## config.mk

```make
export PLATFORM = sky130hd
export DESIGN_NAME = range_gate_pass_detector
export DESIGN_NICKNAME = d
export VERILOG_FILES = /design/src/hdl/rgpd_pkg.sv /design/src/hdl/rgpd_cfg.sv /design/src/hdl/rgpd_core.sv /design/src/hdl/range_gate_pass_detector.sv
export SDC_FILE = /design/constraint.sdc
export NUM_CORES = 1
export LEC_CHECK = 0
export ABC_AREA = 1
export BUFFER_PORTS_ARGS = -buffer_cell sky130_fd_sc_hd__clkbuf_2
export CAP_MARGIN = 20
export CORE_ASPECT_RATIO = 1.4
export CORE_MARGIN = 5
export CORE_UTILIZATION = 50
export CTS_CLUSTER_SIZE = 14
export DETAILED_ROUTE_END_ITERATION = 16
export GPL_TIMING_DRIVEN = 0
export PLACE_DENSITY = 0.73
export SETUP_SLACK_MARGIN = 0.3
export SYNTH_ARGS = -nofsm -noshare
export SYNTH_HDL_FRONTEND = slang
export SYNTH_SLANG_ARGS = --single-unit
```

## constraint.sdc

```tcl
create_clock -name i_clk -period 7.5 [get_ports i_clk]
set_input_delay 1.5 -clock i_clk [delete_from_list [all_inputs] [get_ports i_clk]]
set_output_delay 1.5 -clock i_clk [all_outputs]
set_load 0.01 [all_outputs]
```

## src/hdl/rgpd_pkg.sv

```systemverilog
// Shared types and constants for the range gate pass detector.
// No dependencies; imported by every module under hdl/.
package rgpd_pkg;

    localparam int TIME_BITS = 32;
    localparam int DIST_BITS = 13;
    localparam int IVL_BITS  = 16;
    localparam int SKIP_BITS = 4;
    localparam int CFG_DATA_BITS = 16;
    localparam int CFG_IDX_BITS  = 3;

    typedef enum logic [1:0] {
        FUNC_POLL     = 2'd0,
        FUNC_RESET    = 2'd1,
        FUNC_END_HOLD = 2'd2
    } t_func;

    localparam logic [CFG_IDX_BITS-1:0] CFG_MIN_DIST = 3'd0;
    localparam logic [CFG_IDX_BITS-1:0] CFG_MAX_DIST = 3'd1;
    localparam logic [CFG_IDX_BITS-1:0] CFG_INTERVAL = 3'd2;
    localparam logic [CFG_IDX_BITS-1:0] CFG_HOLDOFF  = 3'd3;
    localparam logic [CFG_IDX_BITS-1:0] CFG_SKIP     = 3'd4;

    localparam logic [DIST_BITS-1:0] RST_MIN_DIST = 13'd0;
    localparam logic [DIST_BITS-1:0] RST_MAX_DIST = 13'd500;
    localparam logic [IVL_BITS-1:0]  RST_INTERVAL = 16'd25;
    localparam logic [IVL_BITS-1:0]  RST_HOLDOFF  = 16'd1000;
    localparam logic [SKIP_BITS-1:0] RST_SKIP     = 4'd1;

    typedef struct packed {
        t_func                func;
        logic [TIME_BITS-1:0] now_ms;
        logic [DIST_BITS-1:0] distance;
        logic                 detection_enabled;
        logic                 round_finished;
    } t_in_word;

    typedef struct packed {
        logic                 sample_taken;
        logic                 in_window;
        logic                 pass_detected;
        logic [TIME_BITS-1:0] pass_time_ms;
        logic                 rearmed;
        logic                 holdoff_active;
        logic [DIST_BITS-1:0] last_distance;
    } t_out_word;

    typedef struct packed {
        logic [DIST_BITS-1:0] min_distance;
        logic [DIST_BITS-1:0] max_distance;
        logic [IVL_BITS-1:0]  sample_interval_ms;
        logic [IVL_BITS-1:0]  holdoff_ms;
        logic [SKIP_BITS-1:0] skip_count;
    } t_cfg;

endpackage

```

## src/hdl/rgpd_cfg.sv

```systemverilog
// Configuration register bank of the range gate pass detector.
// Depends on rgpd_pkg.
module rgpd_cfg (
    input  logic                                i_clk,
    input  logic                                i_rst_n,
    input  logic                                i_cfg_we,
    input  logic [rgpd_pkg::CFG_IDX_BITS-1:0]   i_cfg_index,
    input  logic [rgpd_pkg::CFG_DATA_BITS-1:0]  i_cfg_data,
    output rgpd_pkg::t_cfg                      o_cfg
);
    import rgpd_pkg::*;

    t_cfg r_cfg;

    always_ff @(posedge i_clk) begin
        if (!i_rst_n) begin
            r_cfg.min_distance       <= RST_MIN_DIST;
            r_cfg.max_distance       <= RST_MAX_DIST;
            r_cfg.sample_interval_ms <= RST_INTERVAL;
            r_cfg.holdoff_ms         <= RST_HOLDOFF;
            r_cfg.skip_count         <= RST_SKIP;
        end else if (i_cfg_we) begin
            unique case (i_cfg_index)
                CFG_MIN_DIST: r_cfg.min_distance       <= i_cfg_data[DIST_BITS-1:0];
                CFG_MAX_DIST: r_cfg.max_distance       <= i_cfg_data[DIST_BITS-1:0];
                CFG_INTERVAL: r_cfg.sample_interval_ms <= i_cfg_data[IVL_BITS-1:0];
                CFG_HOLDOFF:  r_cfg.holdoff_ms         <= i_cfg_data[IVL_BITS-1:0];
                CFG_SKIP:     r_cfg.skip_count         <= i_cfg_data[SKIP_BITS-1:0];
                default: ;
            endcase
        end
    end

    assign o_cfg = r_cfg;

endmodule

```

## src/hdl/rgpd_core.sv

```systemverilog
// Detector state and per-word decision logic (window, glitch skip, holdoff).
// Depends on rgpd_pkg.
module rgpd_core (
    input  logic                i_clk,
    input  logic                i_rst_n,
    input  rgpd_pkg::t_cfg      i_cfg,
    input  logic                i_fire,
    input  rgpd_pkg::t_in_word  i_word,
    output rgpd_pkg::t_out_word o_result
);
    import rgpd_pkg::*;

    logic                 r_holdoff, n_holdoff;
    logic [TIME_BITS-1:0] r_mark, n_mark;
    logic [TIME_BITS-1:0] r_hold_start, n_hold_start;
    logic [SKIP_BITS-1:0] r_glitch, n_glitch;
    logic [DIST_BITS-1:0] r_last, n_last;

    logic [TIME_BITS-1:0] since_mark;
    logic [TIME_BITS-1:0] since_hold;
    logic                 interval_done;
    logic                 holdoff_done;
    logic                 in_win;

    // wrapping time differences
    assign since_mark    = i_word.now_ms - r_mark;
    assign since_hold    = i_word.now_ms - r_hold_start;
    assign interval_done = since_mark >= TIME_BITS'(i_cfg.sample_interval_ms);
    assign holdoff_done  = since_hold >= TIME_BITS'(i_cfg.holdoff_ms);
    assign in_win        = (i_word.distance > i_cfg.min_distance) &&
                           (i_word.distance < i_cfg.max_distance);

    always_comb begin
        n_holdoff    = r_holdoff;
        n_mark       = r_mark;
        n_hold_start = r_hold_start;
        n_glitch     = r_glitch;
        n_last       = r_last;
        o_result     = '0;

        unique case (i_word.func)
            FUNC_RESET: begin
                n_glitch  = '0;
                n_holdoff = 1'b0;
                n_mark    = i_word.now_ms;
            end
            FUNC_END_HOLD: begin
                n_holdoff = 1'b0;
            end
            FUNC_POLL: begin
                if (!r_holdoff) begin
                    if (i_word.detection_enabled && interval_done) begin
                        o_result.sample_taken = 1'b1;
                        n_last = i_word.distance;
                        if (in_win) begin
                            o_result.in_window = 1'b1;
                            if (r_glitch < i_cfg.skip_count) begin
                                n_glitch = r_glitch + 1'b1;
                            end else begin
                                n_glitch     = '0;
                                n_hold_start = i_word.now_ms;
                                n_holdoff    = 1'b1;
                                n_mark       = i_word.now_ms;
                                o_result.pass_detected = 1'b1;
                                o_result.pass_time_ms  = i_word.now_ms;
                            end
                        end
                    end
                end else if (holdoff_done && !i_word.round_finished) begin
                    n_glitch  = '0;
                    n_holdoff = 1'b0;
                    n_mark    = i_word.now_ms;
                    o_result.rearmed = 1'b1;
                end
            end
            default: ;  // unused code: word ignored
        endcase

        o_result.holdoff_active = n_holdoff;
        o_result.last_distance  = n_last;
    end

    always_ff @(posedge i_clk) begin
        if (!i_rst_n) begin
            r_holdoff    <= 1'b0;
            r_mark       <= '0;
            r_hold_start <= '0;
            r_glitch     <= '0;
            r_last       <= '0;
        end else if (i_fire) begin
            r_holdoff    <= n_holdoff;
            r_mark       <= n_mark;
            r_hold_start <= n_hold_start;
            r_glitch     <= n_glitch;
            r_last       <= n_last;
        end
    end

`ifndef SYNTH
    a_pass_enters_holdoff: assert property (@(posedge i_clk) disable iff (!i_rst_n)
        (i_fire && o_result.pass_detected) |=> (r_holdoff && r_glitch == '0 &&
            r_hold_start == $past(i_word.now_ms)))
        else $error("pass did not enter holdoff");

    a_rearm_clears: assert property (@(posedge i_clk) disable iff (!i_rst_n)
        (i_fire && o_result.rearmed) |=> (!r_holdoff && r_glitch == '0 &&
            r_mark == $past(i_word.now_ms)))
        else $error("rearm did not clear detector state");

    a_sample_latched: assert property (@(posedge i_clk) disable iff (!i_rst_n)
        (i_fire && o_result.sample_taken) |=> (r_last == $past(i_word.distance)))
        else $error("sampled distance not held");

    a_events_exclusive: assert property (@(posedge i_clk) disable iff (!i_rst_n)
        i_fire |-> !(o_result.rearmed && o_result.sample_taken))
        else $error("rearm and sample in one word");
`endif

endmodule

```

## src/hdl/range_gate_pass_detector.sv

```systemverilog
// Top level of the range gate pass detector: input and result registers
// around rgpd_core, with the rgpd_cfg register bank. Depends on rgpd_pkg.
//
//  channel | direction | handshake                | payload
//  --------+-----------+--------------------------+-------------------------
//  in      | input     | i_in_valid / o_in_stall  | i_in_word  (t_in_word)
//  out     | output    | o_out_valid / i_out_stall| o_out_word (t_out_word)
//  cfg     | input     | i_cfg_we                 | i_cfg_index, i_cfg_data
//
// One word per cycle sustained while the output does not stall; a word's result
// reaches the output through the input register, then the result
// register.
// The detector state updates when a word moves from the input register to
// the result register; the compare and subtract logic sits on that path.
// A stall on a valid output holds the result register, and a full input
// register with it; the input stalls only while its register is full and cannot drain.
// Synchronous active-low reset empties both registers and restores the
// register defaults and detector state.
module range_gate_pass_detector (
    input  logic                                i_clk,
    input  logic                                i_rst_n,
    input  logic                                i_in_valid,
    output logic                                o_in_stall,
    input  rgpd_pkg::t_in_word                  i_in_word,
    output logic                                o_out_valid,
    input  logic                                i_out_stall,
    output rgpd_pkg::t_out_word                 o_out_word,
    input  logic                                i_cfg_we,
    input  logic [rgpd_pkg::CFG_IDX_BITS-1:0]   i_cfg_index,
    input  logic [rgpd_pkg::CFG_DATA_BITS-1:0]  i_cfg_data
);
    import rgpd_pkg::*;

    t_cfg      cfg;
    logic      r_in_valid;
    t_in_word  r_in_word;
    logic      r_out_valid;
    t_out_word r_out_word;
    t_out_word result;
    logic      advance;

    assign advance    = r_in_valid && (!r_out_valid || !i_out_stall);
    assign o_in_stall = r_in_valid && !advance;

    rgpd_cfg u_cfg (
        .i_clk       (i_clk),
        .i_rst_n     (i_rst_n),
        .i_cfg_we    (i_cfg_we),
        .i_cfg_index (i_cfg_index),
        .i_cfg_data  (i_cfg_data),
        .o_cfg       (cfg)
    );

    rgpd_core u_core (
        .i_clk    (i_clk),
        .i_rst_n  (i_rst_n),
        .i_cfg    (cfg),
        .i_fire   (advance),
        .i_word   (r_in_word),
        .o_result (result)
    );

    always_ff @(posedge i_clk) begin
        if (!i_rst_n) begin
            r_in_valid  <= 1'b0;
            r_out_valid <= 1'b0;
        end else begin
            if (!o_in_stall) begin
                r_in_valid <= i_in_valid;
            end
            if (advance) begin
                r_out_valid <= 1'b1;
            end else if (!i_out_stall) begin
                r_out_valid <= 1'b0;
            end
        end
    end

    always_ff @(posedge i_clk) begin
        if (!o_in_stall && i_in_valid) begin
            r_in_word <= i_in_word;
        end
        if (advance) begin
            r_out_word <= result;
        end
    end

    assign o_out_valid = r_out_valid;
    assign o_out_word  = r_out_word;

endmodule
```

==> results of run 1 <==
cells in the mapped netlist, types with 3 or more instances:
cell      number  area share [%]
nand3_4        3            0.34
buf_2         15            0.49
o21ai_1       42             1.4
ha_1         123              10
a21oi_1      117             3.8
nor4_1         5            0.20
buf_1          3           0.073
nand4_1       46             1.9
nor2_1       282             6.9
nor3_1        17            0.55
nand2_1      588              14
nand3b_1      15            0.73
clkbuf_1      25            0.61
xor2_1        28             1.6
o21ai_0       75             2.4
buf_6          4            0.29
nand3_1       76             2.5
dfxtp_1      146              19
inv_1        419              10
edfxtp_1      99              19
o211ai_1      12            0.59
nand2_2        4            0.16
o21bai_1      10            0.49
inv_2          3           0.073
xnor2_1        4            0.23
logic make-up after synthesis:
kind of cell    count (synthesis)
compound gates                270
xor+xnor                       32
fa+ha+maj                     125
buf+inv                       472
flops                         245
simple gates                 1047
how the worst min path moves through the flow:
stage	from	end	slack, ns	depth (start not counted)
after floorplan	u_cfg.o_cfg[0]	u_cfg.o_cfg[0]	0.42	2
after global placement	u_cfg.o_cfg[2]	u_cfg.o_cfg[2]	0.45	2
after detailed placement	u_cfg.o_cfg[29]	u_cfg.o_cfg[29]	0.46	2
after CTS	u_cfg.o_cfg[1]	u_cfg.o_cfg[1]	0.47	2
after global routing	u_cfg.o_cfg[1]	u_cfg.o_cfg[1]	0.48	2
final	u_cfg.o_cfg[54]	u_cfg.o_cfg[54]	0.46	2
sequential cells by signal (all words and copies together), names as in the netlist:
name and count:
o_out_valid 1, o_out_word 50, r_in_valid 1, r_in_word 49, u_cfg.o_cfg 62, u_core.r_glitch 4
u_core.r_hold_start 32, u_core.r_holdoff 1, u_core.r_last 13, u_core.r_mark 32
critical path, cell delays in order, from the launching register on:
cell and delay (ns):
edfxtp_1 0.55, ha_1 0.47, nand4_1 0.22, nor3_1 0.32, nand2_1 0.09, nand3_1 0.13
xor2_1 0.19, ha_1 0.27, a21oi_1 0.18, nor3_1 0.07, a211oi_1 0.21, nand3_1 0.13
nor2_1 0.12, nand3_1 0.08, nor2_1 0.28, nand2_2 0.11, nand3_4 0.13, nor2_4 0.06
nand2_1 0.28, buf_2 0.30, nor2_1 0.13
placed cells by master (no fill, tap or decap), types with 2 or more instances in the layout:
| cell type | n |
|---|---|
| nand2_1 | 588 |
| inv_1 | 418 |
| nor2_1 | 282 |
| dfxtp_1 | 146 |
| clkbuf_2 | 124 |
| ha_1 | 123 |
| a21oi_1 | 117 |
| edfxtp_1 | 99 |
| nand3_1 | 76 |
| o21ai_0 | 75 |
| nand4_1 | 46 |
| o21ai_1 | 42 |
| xor2_1 | 28 |
| clkbuf_16 | 27 |
| clkbuf_1 | 26 |
| nor3_1 | 17 |
| nand3b_1 | 15 |
| buf_2 | 15 |
| o211ai_1 | 12 |
| o21bai_1 | 10 |
| clkinv_1 | 6 |
| nor4_1 | 5 |
| clkinv_2 | 5 |
| nand2_2 | 4 |
| inv_2 | 4 |
| buf_6 | 4 |
| xnor2_1 | 4 |
| bufinv_16 | 4 |
| nand3_4 | 3 |
| buf_1 | 3 |
| nor3_2 | 2 |
| and2_1 | 2 |
| o21a_1 | 2 |
| a211oi_1 | 2 |
| a31oi_1 | 2 |
| a21o_1 | 2 |
| nor2_4 | 2 |
| fa_1 | 2 |
| inv_6 | 2 |
area by class of cell:
| class | count | area [µm²] |
|---|---|---|
| plain buffers | 48 | 236.5 |
| inverters | 424 | 1592 |
| clock buffers | 30 | 696.9 |
| multi-input cells | 1474 | 7641 |
| repair buffers | 125 | 640.6 |
| well taps | 390 | 488.0 |
| diodes | 1 | 2.502 |
| fillers | 2868 | 13130 |
| flip-flops and latches | 245 | 5896 |
| clock inverters | 18 | 205.2 |
per-stage QoR:
stage	power, mW	hold slack [ns]	utilization (%)	cell area [µm²]	setup slack [ns]
after floorplan	1.942	0.4233	-	15360	3.466
after global placement	2.133	0.4493	53.96	16470	2.419
after detailed placement	2.145	0.4558	54.03	16490	2.954
after CTS	3.513	0.4660	56.99	17400	2.923
after global routing	3.661	0.4791	56.99	17400	2.606
final	3.490	0.4625	57.00	17400	2.944
where the power goes:
part | switching [mW] | internal, mW
clock network | 0.556 | 0.808
logic | 0.416 | 0.221
registers | 0.0459 | 1.44
layer usage:
metal,track usage [%],up-vias,wire (µm)
li1,-,7221,-
met1,30.32,6428,17710
met2,45.22,486,21830
met3,4.098,146,2942
met4,14.74,0,3153
met5,0,-,0
==> results.txt, run 1 <==
The count of distinct cell types in the synthesized netlist came out at 46. The top achievable clock speed is 0.2195 GHz. The final setup skew came out at about 0.011 ns. The internal reg-to-reg setup slack came out at about 3 ns.

The path class of the tightest hold or removal check is reg -> reg. By area, the combinational part of the netlist is dominated by simple AND/OR/NAND/NOR gates. The area of the die came out at 34380 µm². The synthesized design contains ~250 register bits.

The endpoint identified for the worst register-to-register timing path is o_out_word[21]. The later pin in the worst-skew pair is clocked with a latency of 0.55 ns. For this design, the sink count on the clock tree is between 200 and 250.

The die is approximately 220 µm tall. After Yosys synthesis, full adders, half adders and majority gates account for 10.28% of the synthesized area. The wire-length estimate of the detail-placed layout is around 37 mm. The flow ran to the end, and the final reports show no timing, DRC or antenna violations. Following the worst setup path forward leads to its endpoint at o_out_word[21]. The post-cts resize count came out at 0. The final RePlAce weighted congestion came out at slightly below 1. The violation count after the first detailed-routing iteration is 817. Summed over all layers, the routed wires come to 45.64 mm. The share of flip-flops with an asynchronous set or reset came out at 0%. The routed wire length per instance is 16.57 µm. In this run the critical register-to-register path is launched from r_in_word[27]. After clock tree synthesis, the clock-pin slew on the worst setup and hold paths is 0.06 ns. The setup path with the least slack is of type reg -> reg. The max-slew violation count came out at 0. The critical-path maximum fanout is 10. The worst-margin pin slew is approximately 0.94 ns. In the finished design, the share of the clock period the worst path needs comes to 60.74%. For this run, the detailed router's first-pass iteration total came to 7.

Dividing the synthesized area by the synthesized cell count gives 7.011 µm². The worst endpoint required time came out at 7.78 ns. The cell count after placement came out at approximately 2700. The first global-routing pass estimated 70.13 mm of wire. Setup repair after global routing left no endpoint under its margin. The maximum number of pins on one net before global-route repair is 60. In the synthesized netlist the dominant register cell turns out to be dfxtp_1.

CTS placed an instance of clkbuf_16 at the clock tree root. The initial utilization of the core area, before any placement, comes to 50.32%. The max-cap check violation count came out at 0.

The number of nets at the end of the flow is 2542. The post-synth net total came out at ~2400. The worst path in the final design needs a cycle of 4.556 ns, including I/O delays and setup. The number of global-route vias before repair is 13520. The count of final hold-check violations is 0. The static leakage came out at roughly 8.6 nW.

The horizontal extent of the die is between 150 and 200 µm. The area of the core is 30520 µm². The number of cells on the worst reg-to-reg path is 20. The number of antenna violations at the first check in global routing came out at 1. The most critical setup path has its startpoint at r_in_word[27].

STA classifies the critical path endpoint as a flop. The power per cell area is 200.6 nW/µm². The number of buffers created by CTS came out at 26. The share of layout cells above drive strength 1 came out at 8.799%. The XOR/XNOR share of the synthesized area came out at 1.825%. The count of input and output buffers is 124. TritonCTS built the clock tree. The count of final setup violators came out at 0. The total of warnings raised by yosys came out at 0. In this run the count of I/O pins placed on the die edge is 125. For the worst setup path, the data arrival time is 4.84 ns. Across every metal layer, demand over resource in global routing totals 26.12%.

The post-synthesis share of cell area spent on and, or, nand and nor gates is 28.22%. In this run the remaining antenna-violating nets after routing total 0. No sink is reached through more buffers than the 3 on the longest clock path. The sequential cell area fraction in the yosys report came out at 38.38%.

The multiplexer share of the synthesized area is 0%. The worst setup path is launched from a flop. The remaining design rule violation count is 0. Excluding fillers, the count of instances in the completed layout stands at 2755. The post-route setup TNS came out at 0 ns. The hold-fix buffer count after cts came out at 0. In this run the post-CTS setup repair buffer count came out at 0. IR analysis of the VDD net gives a maximum drop of 0.0001734 V.

The share of the synthesized area in compound gates (AO/OA/AOI/OAI) came out at 9.416%. The post-synthesis instance total is roughly 2200. The area growth from synthesis to layout came out at 13.26%. The total congestion overflow is 0. The via count of the routed design is 14280. The synthesized design contains 99 enable-type register cells. The number of H-tree levels is 1.

Row generation in the floorplan step produced between 70 and 80 rows. The via density per instance came out at 5.184. After synthesis the cells add up to 15360 µm². In this run the tightest slew margin relative to its limit is 36.64%.
Power figures use the tool's default switching activity.
==> run 2: changes to the inputs <==
- PLACE_DENSITY: 0.73 -> 0.76
- clock period: 7.5 -> 3.9 ns (I/O delays scaled with it)
==> run 2 against run 1 <==
  * The flow now finishes with violations (negative setup slack)
  * Total power is 100% higher
  * Clock power is 88% higher
  * Die area stayed put
  * Sequential share of layout area is 4.3 points lower
  * Combinational power grew to 2.6 times the previous value
  * Routed wire length is 19% higher
  * Worst hold slack worse by 0.068 ns
  * Global-route usage is 2.0 points higher
  * Largest cell class unchanged
==> results.txt, run 2 (synthesized netlist as in run 1, its figures left out) <==
The area of the core is 30520 µm² (unchanged). The clock insertion delay at the later pin of the skew report was 0.56 ns (about the same). The number of buffers created by CTS is 26 (unchanged). The normalized max-slew margin is 29.33% (-7.3 points). The clock input transition at the sequential cells of the worst setup and hold paths is 0.07 ns (about the same). The clock tree from TritonCTS is yes.

The first-pass iteration count of the detailed router is 12 (+5). The category of the worst setup path launch point is a flop. The number of H-tree levels is 1 (unchanged).

In this run the critical register-to-register path is launched from r_in_word[21]. The horizontal extent of the die came out at 158.1 µm (unchanged). The cell count after placement came out at 2707 (+0.037%). The via count of the routed design came out at 15750 (+10%). The area growth from synthesis to layout came out at 29.92%. The number of sinks on the clock net was 245 (unchanged). The final setup skew is 0.01605 ns (+0.004938 ns). The biggest cell delay along the critical path is 0.44 ns (-0.11 ns). The worst endpoint required time is 4.34 ns (-3.44 ns). The diode insertion count for antenna repair came out at 0 (-1). The time the worst path needs with I/O delays and setup is 4.122 ns (-0.4339 ns). The remaining design rule violation count is 0 (unchanged). The number of nets at the end of the flow came out at 2663 (+4.8%). The worst register-to-register path ends at u_core.r_mark[9].

The count of input and output buffers is 124 (unchanged). The tightest min-delay check is of the in -> reg type. The worst-margin pin slew was 1.056 ns (+0.1146 ns).

The routed wire length per instance is 18.84 µm (+14%). The number of stages on the worst hold path was 1 (-1). The static leakage came out at 9.563 nW (+11%). The via density per instance came out at 5.478 (+5.7%).

The number of antenna violations at the first check in global routing came out at 0 (-1). The max-slew violation count was 0 (unchanged). The number of cells on the worst reg-to-reg path is 33 (+65%). The critical path is of the reg -> reg type. The post-place setup slack came out at -0.5482 ns (-3.502 ns). The final cycle utilization of the critical path is 105.7% (+45 points). The placed wire-length estimate after detailed placement was 36.59 mm (-0.62%).

The number of top-level pins came to 125 (unchanged). The remaining antenna violation count came out at 0 (unchanged). The category of the worst setup path capture point is a flop. The count of final hold-check violations came to 0 (unchanged). The worst supply voltage drop on vdd came to 0.0003340 V (+93%). The number of placement rows came to 76 (unchanged). The buffer levels on the longest clock path is 3 (unchanged). In this run the most critical hold path is launched from i_in_word[10]. The overall routed net length came out at 54.17 mm (+19%). The final reports fail on negative setup slack. The internal reg-to-reg setup slack came to -0.22 ns (-3.17 ns).

The violation count after the first detailed-routing iteration is 1319 (+61%). The top achievable clock speed is 0.2426 GHz (+11%). The count of final setup violators was 99 (+99). In this design, the critical path's most frequently occurring cell is buf_6. The maximum number of pins on one net before global-route repair was 38 (-37%). The path with the worst hold slack has its endpoint at r_in_word[10]. The final RePlAce weighted congestion came out at 0.9646 (-0.98%). The initial cell density of the core is 50.32% (unchanged). The area of the die came out at 34380 µm² (unchanged).

The library cell used most frequently in the layout, excluding fill and tap cells, is nand2_1. The run finished, with violations left. The share of layout cells above drive strength 1 came out at 23.46% (+15 points).

The number of flip-flops in the largest register is 62 (unchanged). The data arrival time of the worst path is 4.57 ns (-0.27 ns). The wire length of the first global-routing pass came out at 76.50 mm (+9.1%). Setup repair after global routing could not meet its margin everywhere.

The power per cell area is 355.5 nW/µm² (+77%). The post-route setup TNS is -5.172 ns (-5.172 ns). The hold-fix buffer count after cts came to 0 (unchanged).

Among all stages on the critical path, the largest delay is contributed by edfxtp_1. The overall fraction of global-route tracks in use came to 28.16% (+2.0 points). The slack of the critical path is -0.2216 ns (-3.166 ns). The max-cap check violation count is 0 (unchanged).

The critical-path maximum fanout came out at 7 (-3). In this run the clock root is driven by a clkbuf_16. The final cell count without fillers came out at 2875 (+4.4%). The library cells used most frequently in the layout, excluding fill and tap cells, are 514 x nand2_1, 399 x inv_1, 233 x nor2_1. The height of the chip came to 217.4 µm (unchanged). The total congestion overflow came to 0 (unchanged).

The number of global-route vias before repair is 15020 (+11%).
[run 2: routing by layer]
metal | global-route usage (%) | share of wire (%) | vias up
met3 | 4.118 | 7.8 | 295
met1 | 31.39 | 36 | 7171
met4 | 19.26 | 8.8 | 0
met2 | 48.76 | 48 | 820
met5 | 0 | 0 | -
li1 | - | - | 7463
[run 2: per-stage QoR]
| stage | utilization [%] | power, mW | instance area (µm²) | hold WS (ns) |
|---|---|---|---|---|
| after global placement | 53.96 | 4.101 | 16470 | 0.4492 |
| after floorplan | - | 3.734 | 15360 | 0.4233 |
| final | 65.38 | 7.094 | 19960 | 0.3943 |
| after global routing | 65.38 | 7.367 | 19960 | 0.3882 |
| after CTS | 62.09 | 6.863 | 18950 | 0.3978 |
| after detailed placement | 54.12 | 4.129 | 16520 | 0.4508 |
[run 2: layout make-up]
class                           count  area (µm²)
Clock inverter                     19       185.2
Clock buffer                       29       683.2
Multi-Input combinational cell   1475        9020
Tap cell                          390       488.0
Inverter                          424        1597
Fill cell                        2389       10570
Timing Repair Buffer              245        1759
Buffer                             48       329.1
Sequential cell                   245        5896
[run 2: report_power, final]
group / total (mW) / internal [mW] / switching [mW] / leakage, nW
clock: 2.56 / 1.47 / 1.09 / 0.412
combinational: 1.68 / 0.656 / 1.02 / 6.99
sequential: 2.86 / 2.77 / 0.0817 / 2.16
total: 7.09 / 4.90 / 2.20 / 9.56
[run 2: worst max-delay path, delay by kind of cell, from the launching register on]
family	cells	cell delay (ns)
simple gates	19	1.75
flops	1	0.44
fa+ha+maj	1	0.28
buf+inv	13	1.53
[run 2: worst max-delay path by stage]
stage	from	endpoint	slack (ns)	cells past startpoint
after CTS	r_in_word[24]	o_out_word[22]	0.10	21
after global routing	r_in_word[21]	u_core.r_hold_start[3]	-0.33	27
after detailed placement	r_in_word[16]	o_out_word[22]	-0.55	24
after floorplan	i_out_stall	o_out_word[0]	0.59	4
final	r_in_word[21]	u_core.r_mark[9]	-0.22	33
after global placement	r_in_word[24]	o_out_word[21]	-0.46	22
[run 2: repair_timing]
item	in CTS	in global routing
setup endpoints to repair	132	132
gates cloned	4	7
pin swaps	52	101
buffers inserted	88	21
resized for setup	183	209
==> run 3: changes to the inputs <==
- RECOVER_POWER: default -> 100
==> run 3 against run 2 <==
  * The flow still finishes with violations (negative setup slack)
  * Routed wire length about the same
  * Critical path type unchanged
  * Critical path depth unchanged
  * Largest cell class unchanged
  * Worst setup slack worse by 0.016 ns
  * Non-clock buffer count unchanged
==> results.txt, run 3 (synthesized netlist as in run 1, its figures left out) <==
The initial cell density of the core was 50.32% (unchanged). The count of final setup violators came out at 104 (+5.1%). The proportion of power drawn by combinational gates came out at 23.5% (-0.2 points).

The area taken by flip-flops and latches is 5896 µm² (unchanged). The number of buffers created by CTS is 26 (unchanged). The internal reg-to-reg setup slack came out at -0.24 ns (-0.02 ns). The hold-fix buffer count after cts is 0 (unchanged). The remaining antenna violation count is 0 (unchanged). The share of total power consumed by net switching came to 30.91% (-0.045 points). Among all stages on the critical path, the largest delay is contributed by edfxtp_1. Setup repair after global routing could not meet its margin everywhere. The biggest cell delay along the critical path came out at 0.44 ns (about the same). The placed wire-length estimate after detailed placement came out at 36.59 mm (unchanged). The part of the total power dissipated in sequential elements came out at 40.4% (about the same). Compared with the post-synthesis result, the final layout area differs by 29.15%. The category of the worst setup path launch point is a flop.

The clock tree from TritonCTS is yes. The area of the core is 30520 µm² (unchanged). The maximum number of pins on one net before global-route repair is 38 (unchanged).

The power after layout was 7.075 mW (-0.27%). By instance count, the cell type seen most on the critical path is buf_6. The worst setup path startpoint is r_in_word[21]. The remaining design rule violation count came out at 0 (unchanged).

The final cycle utilization of the critical path came to 106.1% (+0.40 points). The final setup skew is 0.01442 ns (-0.001628 ns). The worst setup path is of the reg -> reg kind. The routed wire length per instance is 18.82 µm (about the same). The top achievable clock speed is 0.2417 GHz (-0.38%).

The worst supply voltage drop on vdd came out at 0.0003338 V (about the same). The number of sinks on the clock net is 245 (unchanged). The number of global-route vias before repair is 15020 (unchanged).

The final reports fail on negative setup slack. The clock input transition at the sequential cells of the worst setup and hold paths is 0.07 ns (about the same). The count of input and output buffers came out at 124 (unchanged). The buffer levels on the longest clock path came out at 3 (unchanged). The worst endpoint required time came out at 4.34 ns (about the same). The share of layout cells above drive strength 1 is 20.80% (-2.7 points). The worst register-to-register path ends at u_core.r_mark[9]. The final RePlAce weighted congestion came out at 0.9646 (unchanged). The post-route setup TNS came out at -6.070 ns (-0.8979 ns). The first-pass iteration count of the detailed router is 6 (-6). The power per cell area is 356.6 nW/µm² (+0.32%).

The time the worst path needs with I/O delays and setup came to 4.137 ns (+0.01569 ns). The post-place setup slack came out at -0.5482 ns (unchanged). The critical-path maximum fanout is 7 (unchanged). The critical path ends at u_core.r_mark[9].

The violation count after the first detailed-routing iteration came to 1350 (+2.4%). The area of the die came out at 34380 µm² (unchanged). The horizontal extent of the die came out at 158.1 µm (unchanged). The number of H-tree levels came out at 1 (unchanged). The diode insertion count for antenna repair came to 0 (unchanged). The overall routed net length was 54.12 mm (about the same). The count of final hold-check violations is 0 (unchanged). The via density per instance came out at 5.469 (-0.17%). The overall fraction of global-route tracks in use came to 28.16% (unchanged). The area taken by multi-input logic gates came out at 9020 µm² (unchanged). The worst-margin pin slew is 1.439 ns (+0.3831 ns). The via count of the routed design is 15720 (-0.17%). The clock insertion delay at the later pin of the skew report is 0.56 ns (about the same). The max-cap check violation count was 0 (unchanged).

The source of the worst register-to-register timing path is r_in_word[21]. The data arrival time of the worst path came out at 4.58 ns (about the same). The worst slack on hold paths is 0.3931 ns (-0.001198 ns). The internal power component is 4.888 mW (-0.21%). The number of flip-flops in the largest register came out at 62 (unchanged).

The category of the worst setup path capture point is a flop. The static leakage is 9.355 nW (-2.2%). In the layout the commonest cells are 514 x nand2_1, 401 x inv_1, 233 x nor2_1. The min-delay analysis places its worst path in the category in -> reg. The total of fill cells in the finished design came out at 2443 (+2.3%). The flow ran to the end, but the final reports show violations.

The max-slew violation count came out at 0 (unchanged). The number of placement rows is 76 (unchanged). The clock group share of total power came out at 36.1% (about the same). The tree is rooted in a clkbuf_16. The slack of the critical path came out at -0.2373 ns (-0.01569 ns). The number of antenna violations at the first check in global routing came out at 0 (unchanged). The wire length of the first global-routing pass came to 76.50 mm (unchanged). The total congestion overflow came out at 0 (unchanged). The most common cell after layout, fill and taps aside is nand2_1. The number of nets at the end of the flow is 2663 (unchanged).

The height of the chip came out at 217.4 µm (unchanged). The number of cells on the worst reg-to-reg path came out at 33 (unchanged). The power dissipated by switching net loads is 2.187 mW (-0.41%).

The normalized max-slew margin is 4.043% (-25 points). The number of top-level pins came out at 125 (unchanged).
## run 3: worst min-delay path by stage
stage,to,startpoint,cells past startpoint
after global routing,r_in_word[2],i_in_word[2],1
after detailed placement,u_cfg.o_cfg[0],u_cfg.o_cfg[0],2
after CTS,r_in_word[2],i_in_word[2],1
final,r_in_word[3],i_in_word[3],1
after floorplan,u_cfg.o_cfg[0],u_cfg.o_cfg[0],2
after global placement,u_cfg.o_cfg[2],u_cfg.o_cfg[2],2
## run 3: worst max-delay path: cells and delay by family (launching register included)
family / cells / cell delay [ns]
and+or+nand+nor: 19 / 1.75
buffers and inverters: 13 / 1.56
adders and majority gates: 1 / 0.28
DFF: 1 / 0.44
## run 3: area by class of cell
class                           count  area share [%]
Tap cell                          390           2.460
Buffer                             48           1.652
Sequential cell                   245           29.72
Clock inverter                     19          0.9334
Inverter                          424           8.047
Multi-Input combinational cell   1475           45.47
Clock buffer                       29           3.443
Timing Repair Buffer              245           8.281
## run 3: layer usage
| metal | track usage, % | wire length, µm |
|---|---|---|
| met3 | 4.118 | 4329 |
| met2 | 48.76 | 25930 |
| met4 | 19.26 | 4664 |
| met5 | 0 | 0 |
| met1 | 31.39 | 19190 |
## run 3: through the flow
stage	util, %	cells	cell area [µm²]
CTS	62.09	2847	18950
finish	64.99	2875	19840
global route	64.99	2875	19840
detailed placement	54.12	2707	16520
floorplan	-	2191	15360
global placement	53.96	2705	16470
## run 3: power groups by stage
stage / Sequential [mW] / Combinational, mW / Clock (mW)
floorplan: 2.89 / 0.848 / 0
detailed placement: 2.92 / 1.21 / 0
CTS: 2.85 / 1.46 / 2.55
finish: 2.86 / 1.66 / 2.55
global route: 2.86 / 1.82 / 2.68
global placement: 2.92 / 1.18 / 0
## run 3: timing repair
action,in CTS,in global routing
resized for setup,183,209
pin swaps,52,101
buffers inserted,88,21
setup endpoints to repair,132,132
cloned,4,7
